==> config.mk <==
export PLATFORM = sky130hd
export DESIGN_NAME = csev_power
export DESIGN_NICKNAME = d
export VERILOG_FILES = /design/src/csev_pkg.sv /design/src/csev_power.sv
export SDC_FILE = /design/constraint.sdc
export NUM_CORES = 1
export LEC_CHECK = 0
export BUFFER_PORTS_ARGS = -buffer_cell sky130_fd_sc_hd__buf_2
export CAP_MARGIN = 25
export CELL_PAD_IN_SITES_DETAIL_PLACEMENT = 0
export CELL_PAD_IN_SITES_GLOBAL_PLACEMENT = 1
export CORE_MARGIN = 2
export CORE_UTILIZATION = 35
export DETAILED_ROUTE_END_ITERATION = 8
export GPL_TIMING_DRIVEN = 0
export PLACE_DENSITY_LB_ADDON = 0.1
export SLEW_MARGIN = 10
export SYNTH_ARGS = -nofsm -noshare
export SYNTH_HDL_FRONTEND = slang
export SYNTH_SLANG_ARGS = --single-unit
==> constraint.sdc <==
create_clock -name clk -period 8.5 [get_ports clk]
set_clock_uncertainty 0.1 [all_clocks]
set_input_delay 0.425 -clock clk [delete_from_list [all_inputs] [get_ports clk]]
set_output_delay 0.425 -clock clk [all_outputs]
set_load 0.05 [all_outputs]
==> src/csev_pkg.sv <==
// Shared types and codes for the cubic spline evaluator.
`timescale 1ns / 1ps

package csev_pkg;

    typedef enum logic
    {
        MODE_CATMULL = 1'b0,
        MODE_HERMITE = 1'b1
    } curve_mode_t;

    // Control that travels beside each item's payload from stage to stage.
    typedef struct packed
    {
        logic        valid;
        curve_mode_t mode;
    } stage_ctrl_t;

endpackage

==> src/csev_power.sv <==
// Two pipeline stages that form t squared and t cubed, rounded to the parameter grid.
`timescale 1ns / 1ps

module csev_power #(
    parameter int COORD_WIDTH     = 32,
    parameter int PARAM_FRAC_BITS = 16
) (
    input  logic                               clk,
    input  logic                               rst_n,
    input  logic                               en,
    input  csev_pkg::stage_ctrl_t              in_ctrl,
    input  logic [PARAM_FRAC_BITS:0]           in_t,
    input  logic signed [COORD_WIDTH-1:0]      in_coord [4],
    output csev_pkg::stage_ctrl_t              out_ctrl,
    output logic [PARAM_FRAC_BITS:0]           out_t,
    output logic [PARAM_FRAC_BITS:0]           out_t2,
    output logic [PARAM_FRAC_BITS:0]           out_t3,
    output logic signed [COORD_WIDTH-1:0]      out_coord [4]
);
    import csev_pkg::*;

    localparam int TW = PARAM_FRAC_BITS + 1;
    localparam int PW = 2 * TW;
    localparam logic [PW-1:0] Half = PW'(1) << (PARAM_FRAC_BITS - 1);

    stage_ctrl_t                  sq_ctrl_reg;
    logic [TW-1:0]                sq_t_reg;
    logic [TW-1:0]                sq_t2_reg;
    logic signed [COORD_WIDTH-1:0] sq_coord_reg [4];

    stage_ctrl_t                  cb_ctrl_reg;
    logic [TW-1:0]                cb_t_reg;
    logic [TW-1:0]                cb_t2_reg;
    logic [TW-1:0]                cb_t3_reg;
    logic signed [COORD_WIDTH-1:0] cb_coord_reg [4];

    logic [PW-1:0] sq_prod;
    logic [PW-1:0] cb_prod;
    logic [TW-1:0] sq_t2_next;
    logic [TW-1:0] cb_t3_next;

    // Round half up, then drop the fraction bits of the doubled product.
    always_comb
    begin
        sq_prod    = PW'(in_t) * PW'(in_t) + Half;
        sq_t2_next = sq_prod[PARAM_FRAC_BITS +: TW];
        cb_prod    = PW'(sq_t2_reg) * PW'(sq_t_reg) + Half;
        cb_t3_next = cb_prod[PARAM_FRAC_BITS +: TW];
    end

    always_ff @(posedge clk or negedge rst_n)
    begin
        if (!rst_n)
        begin
            sq_ctrl_reg <= '{valid: 1'b0, mode: MODE_CATMULL};
            cb_ctrl_reg <= '{valid: 1'b0, mode: MODE_CATMULL};
        end
        else if (en)
        begin
            sq_ctrl_reg <= in_ctrl;
            cb_ctrl_reg <= sq_ctrl_reg;
        end
    end

    always_ff @(posedge clk)
    begin
        if (en)
        begin
            sq_t_reg     <= in_t;
            sq_t2_reg    <= sq_t2_next;
            sq_coord_reg <= in_coord;
            cb_t_reg     <= sq_t_reg;
            cb_t2_reg    <= sq_t2_reg;
            cb_t3_reg    <= cb_t3_next;
            cb_coord_reg <= sq_coord_reg;
        end
    end

    assign out_ctrl  = cb_ctrl_reg;
    assign out_t     = cb_t_reg;
    assign out_t2    = cb_t2_reg;
    assign out_t3    = cb_t3_reg;
    assign out_coord = cb_coord_reg;

endmodule

# Yosys cells after proc, flatten, opt, wreduce, memory -nomap -nowiden
# Index checks and enable logic that the tools add are counted.
totals:
  register_bits: 345
  output_inout_bits: 181
  wordCells: 21
op_classes:
  mul: 2
  n_addsub: 2
ops:
  columns: ["operator", "count"]
  rows:
  - ["$add A33 B16 Y33 const B", 2]
  - ["$mul A17 B17 Y33", 2]

# Longest topological paths before layout
# Gate-level depths: netlist of the first run.
depth:
  ltp_word: 2
  ltp_mapped: 24
  mapped_depth_nobuf: 22

# Worst setup path before layout of the first run
# No wires, ideal clock.
synth_timing:
  path_kind: "input-to-reg"
  startpoint: "input port in_t[14]"
  endpoint: "register sq_t2_reg[9], data pin"
  cell_stages: 19
  required_time_ps: 8135
  setup_ps: 265
  arrival_time_ps: 5675
  path_buffers: 3
  path_slack_ps: 2460
  cell_sequence: "clkbuf_1 > clkbuf_1 > nand2_1 > fa_1 > fa_1 > fa_1 > fa_1 > fa_1 > fa_1 > inv_1 > ha_1 > buf_2 > a21oi_1 > o21ai_0 > a211oi_1 > a31oi_1 > a211oi_4 > o21ai_1 > xor2_1"
synth_between:
  elab_chain_len: 2
synth_rtl:
  columns: ["element", "line_no", "rtl"]
  rows:
  - ["start, declared", "csev_power.sv:12", "input logic [PARAM_FRAC_BITS:0] in_t,"]
  - ["$mul A17 B17 Y33", "csev_power.sv:45", "sq_prod = PW'(in_t) * PW'(in_t) + Half;"]
  - ["$add A33 B16 Y33", "csev_power.sv:45", null]
  - ["named net sq_prod[25]", "csev_power.sv:37", "logic [PW-1:0] sq_prod;"]
  - ["end signal, assigned", "csev_power.sv:70", "sq_t2_reg <= sq_t2_next;"]
  - ["end, declared", "csev_power.sv:28", "logic [TW-1:0] sq_t2_reg;"]
# The timed path passes the listed nets, and every way through them passes these cells.
# A chain may end at the register's enable or synchronous reset.

# Worst setup path after layout of the first run
layout_timing:
  startpoint: "register sq_t_reg[10]"
  endpoint: "register cb_t3_reg[13], in the netlist out_t3[13], data pin"
layout_between:
  elab_chain_len: 2
layout_rtl:
  columns: ["element", "line_no", "rtl"]
  rows:
  - ["start, declared", "csev_power.sv:27", "logic [TW-1:0] sq_t_reg;"]
  - ["start signal, assigned", "csev_power.sv:69", "sq_t_reg <= in_t;"]
  - ["$mul A17 B17 Y33", "csev_power.sv:47", "cb_prod = PW'(sq_t2_reg) * PW'(sq_t_reg) + Half;"]
  - ["$add A33 B16 Y33", "csev_power.sv:47", null]
  - ["named net cb_prod[29]", "csev_power.sv:38", "logic [PW-1:0] cb_prod;"]
  - ["end signal, assigned", "csev_power.sv:74", "cb_t3_reg <= cb_t3_next;"]
  - ["end, declared", "csev_power.sv:34", "logic [TW-1:0] cb_t3_reg;"]
# The timed path passes the listed nets, and every way through them passes these cells.

==> results of run 1 <==
==> area by class of cell <==
class                   instances  area, sq um
inverters                     537         2020
flip-flops and latches        345        10300
fillers                      7587        45200
plain buffers                  60          228
clock buffers                  46         1070
well taps                    1050         1310
repair buffers                465         3070
multi-input cells            1368        15300
clock inverters                32          377
==> cells by family (layout without fill, tap and decap cells) <==
| family | count (synthesis) | in the layout | synth area share |
|---|---|---|---|
| AO/OA/AOI/OAI | 140 | 140 | 0.0340 |
| adder cells (fa/ha/maj) | 639 | 639 | 0.400 |
| XOR/XNOR | 48 | 48 | 0.0151 |
| buffers and inverters | 597 | 1140 | 0.0806 |
| flip-flops | 345 | 345 | 0.371 |
| multiplexers | 6 | 6 | 0.00238 |
| AND/OR/NAND/NOR | 535 | 535 | 0.0966 |
==> cell usage after synthesis (5+ instances only) <==
cell,n
sky130_fd_sc_hd__nor2b_1,8
sky130_fd_sc_hd__a31oi_1,8
sky130_fd_sc_hd__edfxtp_1,341
sky130_fd_sc_hd__o21a_1,5
sky130_fd_sc_hd__xor2_1,17
sky130_fd_sc_hd__nor2_1,34
sky130_fd_sc_hd__nor3_1,5
sky130_fd_sc_hd__o21ai_1,5
sky130_fd_sc_hd__o21ai_0,17
sky130_fd_sc_hd__o211ai_1,6
sky130_fd_sc_hd__a211oi_1,7
sky130_fd_sc_hd__inv_1,537
sky130_fd_sc_hd__mux2_2,5
sky130_fd_sc_hd__a21oi_1,41
sky130_fd_sc_hd__fa_1,418
sky130_fd_sc_hd__or2_2,6
sky130_fd_sc_hd__nand3_1,11
sky130_fd_sc_hd__nand2_1,228
sky130_fd_sc_hd__ha_1,221
sky130_fd_sc_hd__nand4_1,7
sky130_fd_sc_hd__a21o_1,20
sky130_fd_sc_hd__and3_1,7
sky130_fd_sc_hd__clkbuf_1,58
sky130_fd_sc_hd__and2_1,216
sky130_fd_sc_hd__xnor2_1,31
==> metal layers <==
| metal | GRT usage | up-vias |
|---|---|---|
| li1 | - | 8243 |
| met1 | 0.234 | 8910 |
| met2 | 0.312 | 359 |
| met3 | 0.0250 | 105 |
| met4 | 0.0510 | 0 |
| met5 | 0 | - |
==> what timing repair did <==
item / CTS / global route
hold endpoints to repair: 135 / 0
endpoints found under the setup margin: 0 / 0
hold buffers: 132 / 0
==> worst paths after layout <==
path                                         endpoint  slack, ns  depth (start not counted)
setup / recovery                 out_t3[13]$_DFFE_PP_       0.87                         20
hold / removal                out_ctrl[0]$_DFFE_PN0P_       0.08                          2
setup reg to reg                 out_t3[13]$_DFFE_PP_       0.87                         20
hold reg to reg               out_coord[71]$_DFFE_PP_       0.30                          0
max in group asynchronous  sq_ctrl_reg[0]$_DFFE_PN0P_       8.10                          2
min in group clk               sq_t_reg[11]$_DFFE_PP_       0.11                          1
==> layout by cell type, fill, tap and decap left out, types with 8 or more instances in the layout <==
cell	n
sky130_fd_sc_hd__nor2b_1	8
sky130_fd_sc_hd__nor2_1	34
sky130_fd_sc_hd__and2_1	216
sky130_fd_sc_hd__xnor2_1	31
sky130_fd_sc_hd__inv_1	537
sky130_fd_sc_hd__ha_1	221
sky130_fd_sc_hd__o21ai_0	17
sky130_fd_sc_hd__fa_1	418
sky130_fd_sc_hd__a21o_1	20
sky130_fd_sc_hd__a31oi_1	8
sky130_fd_sc_hd__clkbuf_16	42
sky130_fd_sc_hd__buf_2	331
sky130_fd_sc_hd__nand3_1	11
sky130_fd_sc_hd__a21oi_1	41
sky130_fd_sc_hd__edfxtp_1	341
sky130_fd_sc_hd__xor2_1	17
sky130_fd_sc_hd__dlygate4sd3_1	132
sky130_fd_sc_hd__clkbuf_1	62
sky130_fd_sc_hd__nand2_1	228
==> worst register-to-register path: stages (launching register included) <==
cell,delay (ns)
sky130_fd_sc_hd__edfxtp_1,0.48
sky130_fd_sc_hd__clkbuf_1,0.56
sky130_fd_sc_hd__clkbuf_1,0.57
sky130_fd_sc_hd__nand2_1,0.16
sky130_fd_sc_hd__fa_1,0.53
sky130_fd_sc_hd__inv_1,0.05
sky130_fd_sc_hd__fa_1,0.49
sky130_fd_sc_hd__inv_1,0.06
sky130_fd_sc_hd__fa_1,0.53
sky130_fd_sc_hd__inv_1,0.05
sky130_fd_sc_hd__fa_1,0.49
sky130_fd_sc_hd__fa_1,0.52
sky130_fd_sc_hd__fa_1,0.42
sky130_fd_sc_hd__ha_1,0.35
sky130_fd_sc_hd__o21a_1,0.13
sky130_fd_sc_hd__o21a_1,0.17
sky130_fd_sc_hd__o31ai_1,0.53
sky130_fd_sc_hd__nor2_1,0.14
sky130_fd_sc_hd__a2111oi_0,0.70
sky130_fd_sc_hd__o21bai_1,0.15
sky130_fd_sc_hd__xor2_1,0.17
==> stage by stage <==
step | util | instances
after floorplan | - | 2310
after global placement | 0.391 | 3690
after detailed placement | 0.392 | 3693
after CTS | 0.427 | 3903
after global routing | 0.427 | 3903
final | 0.427 | 3903
==> summary by stage, run 1 <==
Run status
The flow ran to the end, and the final reports show no timing, DRC or antenna violations.

Global route
The global-route wire length before repair is 113 mm. The total routing usage reported by global routing is 0.180. The maximum number of pins on one net before global-route repair is 118. The via count of the first global-routing pass is 19800.

The initial antenna violation count is 4. The total overflow reported by the global router is 0.

CTS
The maximum level of the CTS H-tree is 2. The cell at the root of the clock tree is sky130_fd_sc_hd__clkbuf_16. TritonCTS built the clock tree.

The total clock buffers created by CTS is 42. The number of buffers on the longest clock path is 3. The clock transition at the registers of the reported paths is 0.07 ns. At the later pin of the worst-skew pair, clock insertion delay measures 0.59 ns. Clock tree synthesis found a total of 345 sinks.

After clock tree synthesis, the setup repair step added 0 buffers. Once the clock tree was built, the resizer swapped 0 gates to a different size.

Routing
For this block, the initial DRC count from the detailed router was 890. After detailed routing, no signal wire sits above met4. The post-detailed-route DRC marker count is 0. The routed design has 72.0 mm of wire. The overall via count from detail_route is 17600. After detailed routing, the number of vias per cell comes to 4.51.

In the detailed route, the total length drawn on met2 is 35.3 mm. The number of iterations in the first detailed-routing pass is 5. After detailed routing, the average wire length per cell comes to 18.5 microns. The wire length on met3 is 3.00 mm. The post-detailed-route count of antenna-violating nets is 0. The met1 routed wirelength after detailed routing is 31.7 mm.

Place
The congestion estimate from routability-driven global placement came to 0.835. The count of buffers added on input and output ports is 330. Timing analysis after detailed placement gives a worst setup slack of 0.869 ns.

The HPWL after detailed placement is 55.9 mm. Summing all placed instances gives a cell area of 30900 sq um.

Worst setup path
Among all stages on the critical path, the largest delay is contributed by sky130_fd_sc_hd__a2111oi_0. The critical path is of the reg -> reg type. For this run, the slowest stage of the critical path takes 0.70 ns. The arrival time at the worst endpoint is 7.86 ns.

STA puts the critical path data required time at 8.73 ns. The source of the critical timing path is sq_t_reg[10]$_DFFE_PP_. Broken down by cell family, the worst path's largest delay share belongs to adder cells. The worst setup path is launched from a flip-flop. The signal on the critical path passes through clkbuf_1 > clkbuf_1 > nand2_1 > fa_1 > inv_1 > fa_1 > inv_1 > fa_1 > inv_1 > fa_1 > fa_1 > fa_1 > ha_1 > o21a_1 > o21a_1 > o31ai_1 > nor2_1 > a2111oi_0 > o21bai_1 > xor2_1. The reg-to-reg critical path startpoint is sq_t_reg[10]$_DFFE_PP_.

STA classifies the critical path endpoint as a flip-flop. The cell occurring most often along the worst timing path is sky130_fd_sc_hd__fa_1. The number of buffer and inverter stages on the critical path is 5. The top fanout value on the critical path is 10.

Final layout
The cell area after layout is 33700 sq um. 0 antenna diodes ended up in the layout. The layout-stage area growth over the synthesis result is 20.9%.

At the end of the flow, the number of nets in the layout was 3608. The fraction of final layout cells with drive strength greater than 1 is 0.148.

Timing
The upper clock frequency limit is 131 MHz. The number of hold-slack violations in the final timing report is 0. The worst path in the final design needs a cycle of 7.63 ns, including I/O delays and setup. The worst hold-check slack is 0.0795 ns. The number of max-slew violations in the final report came to 0. In this run the tightest slew margin relative to its limit is 0.435.

Setup violations remaining at the end of the flow were counted as 0. The minimum setup slack in the final design is 0.871 ns. For the pin with the worst max-slew slack, the measured transition is 0.847 ns. Of the available clock period, the critical path in the final layout requires 0.898.

Setup repair after global routing left no endpoint under its margin. Setup total negative slack on the finished layout was measured at 0 ns.

Job
Across the run, the number of max-cap violations was 0.

Synth
Synthesis produced 2310 cells. The portion of synthesized cell area occupied by the leading cell type is 0.368. The largest area contributor in the synthesized netlist is sky130_fd_sc_hd__edfxtp_1. The synthesized netlist contains 57 unique library cells. Averaged over all synthesized cells, the footprint is 12.1 sq um. Yosys mapped a number of flops with a built-in enable equal to 341. Of the synthesized area, sequential elements account for 0.371.

Among all flip-flop cells after synthesis, the most frequent one is sky130_fd_sc_hd__edfxtp_1. In the post-synthesis netlist, the biggest area contributors are sky130_fd_sc_hd__edfxtp_1, sky130_fd_sc_hd__fa_1, sky130_fd_sc_hd__ha_1. The number of warning messages in the yosys log is 0. After synthesis the netlist holds a flip-flop and latch count of 345. The fraction of registers with async set/reset is 0.0116. The post-synth net total is 3099. The netlist area before placement is 27800 sq um.

Hold path
In this run the worst hold path is classified as in -> async.

Die
The placement row count is 103. The region available for standard cell placement spans 78900 sq um. The floorplan step set the die height to 286 microns.

The width of the die is 286 microns. The count of pins on the block boundary is 331. The initial utilization of the core area, before any placement, comes to 0.353. The die covers 81800 sq um.
Power of run 1 is left out: the tool's default activity adds up to more than one toggle a clock period on the data nets, which glitch-free logic cannot reach.
==> run 2, diff against run 1 <==
--- a/config.mk
+++ b/config.mk
@@ -9,7 +9,6 @@
 export CAP_MARGIN = 25
 export CELL_PAD_IN_SITES_DETAIL_PLACEMENT = 0
 export CELL_PAD_IN_SITES_GLOBAL_PLACEMENT = 1
-export CORE_MARGIN = 2
 export CORE_UTILIZATION = 35
 export DETAILED_ROUTE_END_ITERATION = 8
 export GPL_TIMING_DRIVEN = 0
==> run 2 against run 1 <==
Compared with the run above:
- die area is 1.4% lower
- critical path depth stayed put
- design area is 0.14% lower
- via count is 0.99% lower
- wire length is 2.3% lower
- maximum frequency is 0.95% higher
- core utilization is 0.060 points lower
- largest cell class unchanged
==> summary by stage, run 2 (same netlist as run 1, synthesis figures left out) <==
CTS
The clock net sink count was 345 (unchanged). The clock transition at the registers of the reported paths came to 0.06 ns (about the same). The worst-skew pair later-pin latency came to 0.58 ns (about the same). The quantity of hold-fixing buffers added after cts is 132 (unchanged). In this run the clock root is driven by a sky130_fd_sc_hd__clkbuf_16. The maximum level of the CTS H-tree is 2 (unchanged). The number of gates resized after cts is 0 (unchanged).

The total clock buffers created by CTS is 41 (-2.4%). The number of buffers on the longest clock path is 3 (unchanged). The clock tree from TritonCTS is built. The number of setup buffers added after CTS is 0 (unchanged).

Global route
The total overflow reported by the global router is 0 (unchanged). The via count of the first global-routing pass was 19400 (-2.0%). The global-route wire length before repair was 111 mm (-1.8%). The total routing usage reported by global routing was 0.179 (-0.000963).

The maximum number of pins on one net before global-route repair is 118 (unchanged). The initial antenna violation count is 1 (-3).

Die
The count of pins on the block boundary came to 331 (unchanged). The floorplan die area came to 80700 sq um (-1.4%). The starting density of the core is 0.353 (unchanged). The area of the placeable core is 78900 sq um (unchanged). The placement row count is 103 (unchanged). The die span in y is 284 microns (-0.70%). The width of the die came to 284 microns (-0.70%).

Routing
The post-detailed-route DRC marker count is 0 (unchanged). The vias per cell is 4.47 (-0.89%). The wire length per cell after detailed routing is 18.0 microns (-2.2%).

The DRC violation total after the first TritonRoute iteration is 831 (-6.6%). The number of iterations in the first detailed-routing pass came to 5 (unchanged). The overall via count from detail_route is 17400 (-0.99%). The met1 routed wirelength after detailed routing is 31.6 mm (-0.33%). Routed signal wires occupy layers up through met4.

The wire length after detailed routing is 70.4 mm (-2.3%). The post-detailed-route count of antenna-violating nets is 0 (unchanged). The sum of met2 wire segment lengths after detailed routing is 34.3 mm (-2.6%).

The wire length on met3 was 2.72 mm (-9.4%).

Timing
Setup repair after global routing left no endpoint under its margin. The number of hold-slack violations in the final timing report is 0 (unchanged). The worst max-slew margin expressed relative to the limit is 0.418 (-0.0170).

The upper clock frequency limit is 132 MHz (+0.95%). The final critical path time including I/O delays and setup is 7.56 ns (-0.0716 ns). The post-route clock period utilization is 0.889 (-0.00843). The number of max-slew violations in the final report is 0 (unchanged). The sum of negative setup slack was 0 ns (unchanged). The worst-margin pin slew is 0.873 ns (+0.0254 ns).

The count of endpoints failing setup in the final report came to 0 (unchanged).

Final layout
The area growth from synthesis to layout is 20.7%. The combined area of the multi-input logic cells is 15300 sq um (unchanged). The final layout net count was 3607 (-0.028%). The number of antenna repair diodes is 0 (unchanged).

The area taken by flip-flops and latches is 10300 sq um (unchanged). The fraction of final layout cells with drive strength greater than 1 is 0.147 (-0.00155). The fill cell total of the finished layout is 7590 (+0.040%). The most common cell after layout, fill and taps aside is sky130_fd_sc_hd__inv_1. In the layout the commonest cells are sky130_fd_sc_hd__inv_1, sky130_fd_sc_hd__fa_1, sky130_fd_sc_hd__edfxtp_1, sky130_fd_sc_hd__buf_2, sky130_fd_sc_hd__nand2_1.

Worst setup path
The arrival time at the worst endpoint is 7.76 ns (-0.10 ns). The required time at the endpoint of the critical path came to 8.70 ns (-0.03 ns). The number of cells on the worst reg-to-reg path is 20 (unchanged).

The top fanout value on the critical path is 10 (unchanged). The critical path start-end classification is reg -> reg. The capturing element type of the critical path is a flip-flop.

The startpoint class of the critical path is a flip-flop.

Place
The weighted congestion at the end of routability-driven global placement is 0.854 (+2.3%). The count of port buffers added during placement was 330 (unchanged). The HPWL after detailed placement is 55.7 mm (-0.45%).

Job
The number of maximum-capacitance constraint violations was 0 (unchanged).

Run status
The flow ran to the end, and the final reports show no timing, DRC or antenna violations.

Hold path
The min-delay analysis places its worst path in the category in -> async.
-- run 2: cell count changes in the layout (fill, tap and decap cells not counted) --
| cell | delta |
|---|---|
| sky130_fd_sc_hd__clkinv_8 | +1 |
| sky130_fd_sc_hd__clkinv_1 | -1 |
| sky130_fd_sc_hd__inv_6 | -1 |
| sky130_fd_sc_hd__clkbuf_16 | -1 |
| sky130_fd_sc_hd__inv_8 | -1 |
| sky130_fd_sc_hd__clkbuf_1 | +2 |
| sky130_fd_sc_hd__clkinvlp_4 | -3 |
-- run 2: path summary, 6_finish.rpt --
check,startpoint,end,slack (ns)
setup reg to reg,sq_t_reg[10]$_DFFE_PP_,out_t3[13]$_DFFE_PP_,0.94
max in group asynchronous,rst_n,sq_ctrl_reg[0]$_DFFE_PN0P_,8.09
hold reg to reg,sq_coord_reg[52]$_DFFE_PP_,out_coord[52]$_DFFE_PP_,0.31
hold / removal,rst_n,sq_ctrl_reg[1]$_DFFE_PN0P_,0.09
min in group clk,in_t[0],sq_t_reg[0]$_DFFE_PP_,0.09
setup / recovery,sq_t_reg[10]$_DFFE_PP_,out_t3[13]$_DFFE_PP_,0.94
-- run 2: critical path, cell delays in order (launching register included) --
cell	delay [ns]
sky130_fd_sc_hd__edfxtp_1	0.47
sky130_fd_sc_hd__clkbuf_1	0.54
sky130_fd_sc_hd__clkbuf_1	0.58
sky130_fd_sc_hd__nand2_1	0.18
sky130_fd_sc_hd__fa_1	0.55
sky130_fd_sc_hd__inv_1	0.06
sky130_fd_sc_hd__fa_1	0.51
sky130_fd_sc_hd__inv_1	0.06
sky130_fd_sc_hd__fa_1	0.53
sky130_fd_sc_hd__inv_1	0.05
sky130_fd_sc_hd__fa_1	0.50
sky130_fd_sc_hd__fa_1	0.52
sky130_fd_sc_hd__fa_1	0.42
sky130_fd_sc_hd__ha_1	0.35
sky130_fd_sc_hd__o21a_1	0.13
sky130_fd_sc_hd__o21a_1	0.17
sky130_fd_sc_hd__o31ai_1	0.52
sky130_fd_sc_hd__nor2_1	0.14
sky130_fd_sc_hd__a2111oi_0	0.60
sky130_fd_sc_hd__o21bai_1	0.14
sky130_fd_sc_hd__xor2_1	0.17
-- run 2: final cells by class --
class                      instances  area share
buffer                            60     0.00677
clock buffer                      47      0.0312
clock inverter                    27      0.0103
inverter                         537      0.0600
multi-input combinational       1368       0.454
sequential                       345       0.308
tap                             1050      0.0391
timing repair buffer             465      0.0912
-- run 2: stage by stage --
stage          hold slack [ns]  utilization  instances  setup slack, ns  instance area, sq um
3_3_place_gp             0.133        0.391       3690            0.908                 30800
3_5_place_dp             0.135        0.392       3693            0.896                 30900
5_1_grt                 0.0693        0.426       3899            0.576                 33600
6_report                0.0893        0.426       3899            0.943                 33600
4_1_cts                 0.0441        0.426       3899            0.858                 33600
2_1_floorplan           0.0294            -       2310             2.46                 27800
-- run 2: routing by layer --
metal,global-route usage,vias to the layer above
li1,-,8244
met1,0.233,8775
met2,0.309,342
met3,0.0276,81
met4,0.0470,0
met5,0,-
Power of run 2 is left out for the same reason.
==> run 3, diff against run 2 <==
--- a/config.mk
+++ b/config.mk
@@ -5,12 +5,12 @@
 export SDC_FILE = /design/constraint.sdc
 export NUM_CORES = 1
 export LEC_CHECK = 0
-export BUFFER_PORTS_ARGS = -buffer_cell sky130_fd_sc_hd__buf_2
 export CAP_MARGIN = 25
 export CELL_PAD_IN_SITES_DETAIL_PLACEMENT = 0
 export CELL_PAD_IN_SITES_GLOBAL_PLACEMENT = 1
 export CORE_UTILIZATION = 35
 export DETAILED_ROUTE_END_ITERATION = 8
+export DONT_BUFFER_PORTS = 1
 export GPL_TIMING_DRIVEN = 0
 export PLACE_DENSITY_LB_ADDON = 0.1
 export SLEW_MARGIN = 10
==> run 3 against run 2 <==
Compared with the run above:
- design area down 5.0%
- clock-buffer cell count is 2 higher
- critical path depth did not move
- first-iteration DRC count decreased by 8.3%
- die area stayed put
- setup slack got worse by 0.17 ns
- non-clock buffer count is 314 lower
- worst hold slack gained 0.030 ns
- critical endpoint unchanged
- register-to-register slack lost 0.17 ns
- global-route usage increased by 0.20 points
- highest routed layer unchanged
- wire length up 1.4%
==> summary by stage, run 3 (same netlist as run 1, synthesis figures left out) <==
Hold path
The worst min-delay path category is in -> reg. The cell depth of the worst hold path is 0. The end point of the worst hold path is out_coord[33]$_DFFE_PP_. The startpoint of the most critical hold path is en.

CTS
The maximum level of the CTS H-tree is 2 (unchanged). The total clock buffers created by CTS came to 40 (-2.4%). In this run the clock root is driven by a sky130_fd_sc_hd__clkbuf_16. The worst-skew pair later-pin latency came to 0.57 ns (about the same). The number of setup buffers added after CTS is 0 (unchanged). The clock transition at the registers of the reported paths is 0.06 ns (about the same). TritonCTS built the clock tree. The number of buffers on the longest clock path is 3 (unchanged). The clock net sink count is 345 (unchanged). The number of gates resized after cts is 0 (unchanged).

Final layout
Leaving out fill and tap cells, the most frequent cells in the layout are sky130_fd_sc_hd__inv_1, sky130_fd_sc_hd__fa_1, sky130_fd_sc_hd__edfxtp_1, sky130_fd_sc_hd__nand2_1, sky130_fd_sc_hd__ha_1. The final layout net count is 3292 (-8.7%). The fraction of final layout cells with drive strength greater than 1 came to 0.0316 (-0.115). The layout-stage area growth over the synthesis result is 14.7%. The most common cell after layout, fill and taps aside is sky130_fd_sc_hd__inv_1.

Routing
The wire length per cell after detailed routing is 19.9 microns (+10%). The post-detailed-route DRC marker count is 0 (unchanged). The wire length after detailed routing was 71.4 mm (+1.4%). The overall via count from detail_route is 16300 (-6.5%). The vias per cell came to 4.55 (+1.7%). The DRC violation total after the first TritonRoute iteration is 762 (-8.3%). The number of iterations in the first detailed-routing pass came to 5 (unchanged).

The post-detailed-route count of antenna-violating nets is 0 (unchanged).

Worst setup path
The top fanout value on the critical path is 10 (unchanged). The arrival time at the worst endpoint is 7.94 ns (+0.18 ns). The largest individual stage delay along the critical path comes from the cell sky130_fd_sc_hd__a2111oi_0. The number of cells on the worst reg-to-reg path was 20 (unchanged). The end of the worst register-to-register path is out_t3[13]$_DFFE_PP_. The signal on the critical path passes through clkbuf_1 > clkbuf_1 > nand2_1 > fa_1 > inv_1 > fa_1 > inv_1 > fa_1 > inv_1 > fa_1 > fa_1 > fa_1 > ha_1 > o21a_1 > o21a_1 > o31ai_1 > nor2_1 > a2111oi_0 > o21bai_1 > xor2_1. The worst setup path is captured at a flip-flop. The required time at the endpoint of the critical path is 8.71 ns (about the same). The biggest cell delay along the critical path was 0.70 ns (+0.10 ns). The source of the critical timing path is sq_t_reg[10]$_DFFE_PP_. The critical path start-end classification is reg -> reg. The cell occurring most often along the worst timing path is sky130_fd_sc_hd__fa_1.

The worst setup path is launched from a flip-flop. The reg-to-reg critical path startpoint is sq_t_reg[10]$_DFFE_PP_. The minimum setup slack among reg-to-reg paths is 0.77 ns (-0.17 ns).

Timing
The upper clock frequency limit came to 129 MHz (-2.2%). The sum of negative setup slack came to 0 ns (unchanged). The number of hold-slack violations in the final timing report is 0 (unchanged). Setup repair after global routing left no endpoint under its margin. The worst max-slew margin expressed relative to the limit is 0.418 (about the same). The worst-margin pin slew was 0.872 ns (-0.000207 ns). The count of endpoints failing setup in the final report came to 0 (unchanged).

The post-route clock period utilization is 0.909 (+0.0198). The number of max-slew violations in the final report is 0 (unchanged). The final critical path time including I/O delays and setup is 7.73 ns (+0.168 ns).

Die
The count of pins on the block boundary is 331 (unchanged). The area of the placeable core is 78900 sq um (unchanged). The placement row count is 103 (unchanged).

The floorplan die area is 80700 sq um (unchanged). The width of the die is 284 microns (unchanged). The starting density of the core is 0.353 (unchanged).

The die span in y came to 284 microns (unchanged).

Place
The HPWL after detailed placement is 54.4 mm (-2.3%). The count of port buffers added during placement is 0 (-100%). The weighted congestion at the end of routability-driven global placement came to 0.820 (-4.0%).

Global route
The maximum number of pins on one net before global-route repair is 177 (+50%). The via count of the first global-routing pass was 18300 (-5.7%). The global-route wire length before repair was 110 mm (-0.62%). The total routing usage reported by global routing was 0.181 (+0.00204). The initial antenna violation count is 2 (+1). The total overflow reported by the global router is 0 (unchanged).

Run status
The run finished with clean final reports.

Job
The number of maximum-capacitance constraint violations is 0 (unchanged).
==> run 3: layer usage <==
metal,part of all wire,global-route usage,vias to the layer above,wire length [microns]
met1,0.44,0.234,8301,31700
met4,0.022,0.0460,0,1600
met2,0.49,0.313,287,35300
met3,0.039,0.0305,92,2770
li1,-,-,7622,-
met5,0,0,-,0
==> run 3: worst max-delay path by stage <==
stage,depth (start not counted),endpoint,slack [ns]
after floorplan,19,sq_t2_reg[9]$_DFFE_PP_,2.46
after global placement,20,out_t3[13]$_DFFE_PP_,0.80
after detailed placement,20,out_t3[13]$_DFFE_PP_,0.83
after CTS,20,out_t3[13]$_DFFE_PP_,0.82
after global routing,20,out_t3[13]$_DFFE_PP_,0.52
final,20,out_t3[13]$_DFFE_PP_,0.77
==> run 3: layout make-up <==
class	count	area [sq um]
antenna	3	7.51
clock inverter	22	215
tap	1050	1310
fill	7627	46900
sequential	345	10300
multi-input combinational	1368	15300
buffer	60	228
clock buffer	49	1030
timing repair buffer	151	1530
inverter	537	2020
==> run 3: stage by stage <==
stage | instances | util | hold WS [ns] | area, sq um | worst slack (ns)
after floorplan | 2310 | - | 0.0294 | 27800 | 2.46
after global placement | 3360 | 0.370 | 0.0295 | 29200 | 0.797
after detailed placement | 3360 | 0.370 | 0.0295 | 29200 | 0.831
after CTS | 3582 | 0.405 | 0.00154 | 31900 | 0.823
after global routing | 3582 | 0.405 | 0.0204 | 31900 | 0.520
final | 3585 | 0.405 | 0.120 | 31900 | 0.774
==> run 3: critical path: cells and delay by family, from the launching register on <==
family                     cells  cell delay, ns
AOI/OAI and AO/OA              5            1.69
xor gates and xnor gates       1            0.17
adders and majority gates      7            3.38
buffers and inverters          5            1.36
DFF                            1            0.45
and+or+nand+nor                2            0.30
==> run 3: repair_timing <==
item                                    CTS  global route
hold buffers                            151             0
endpoints found under the hold margin   312             0
endpoints found under the setup margin    0             0
Power of run 3 is left out for the same reason.
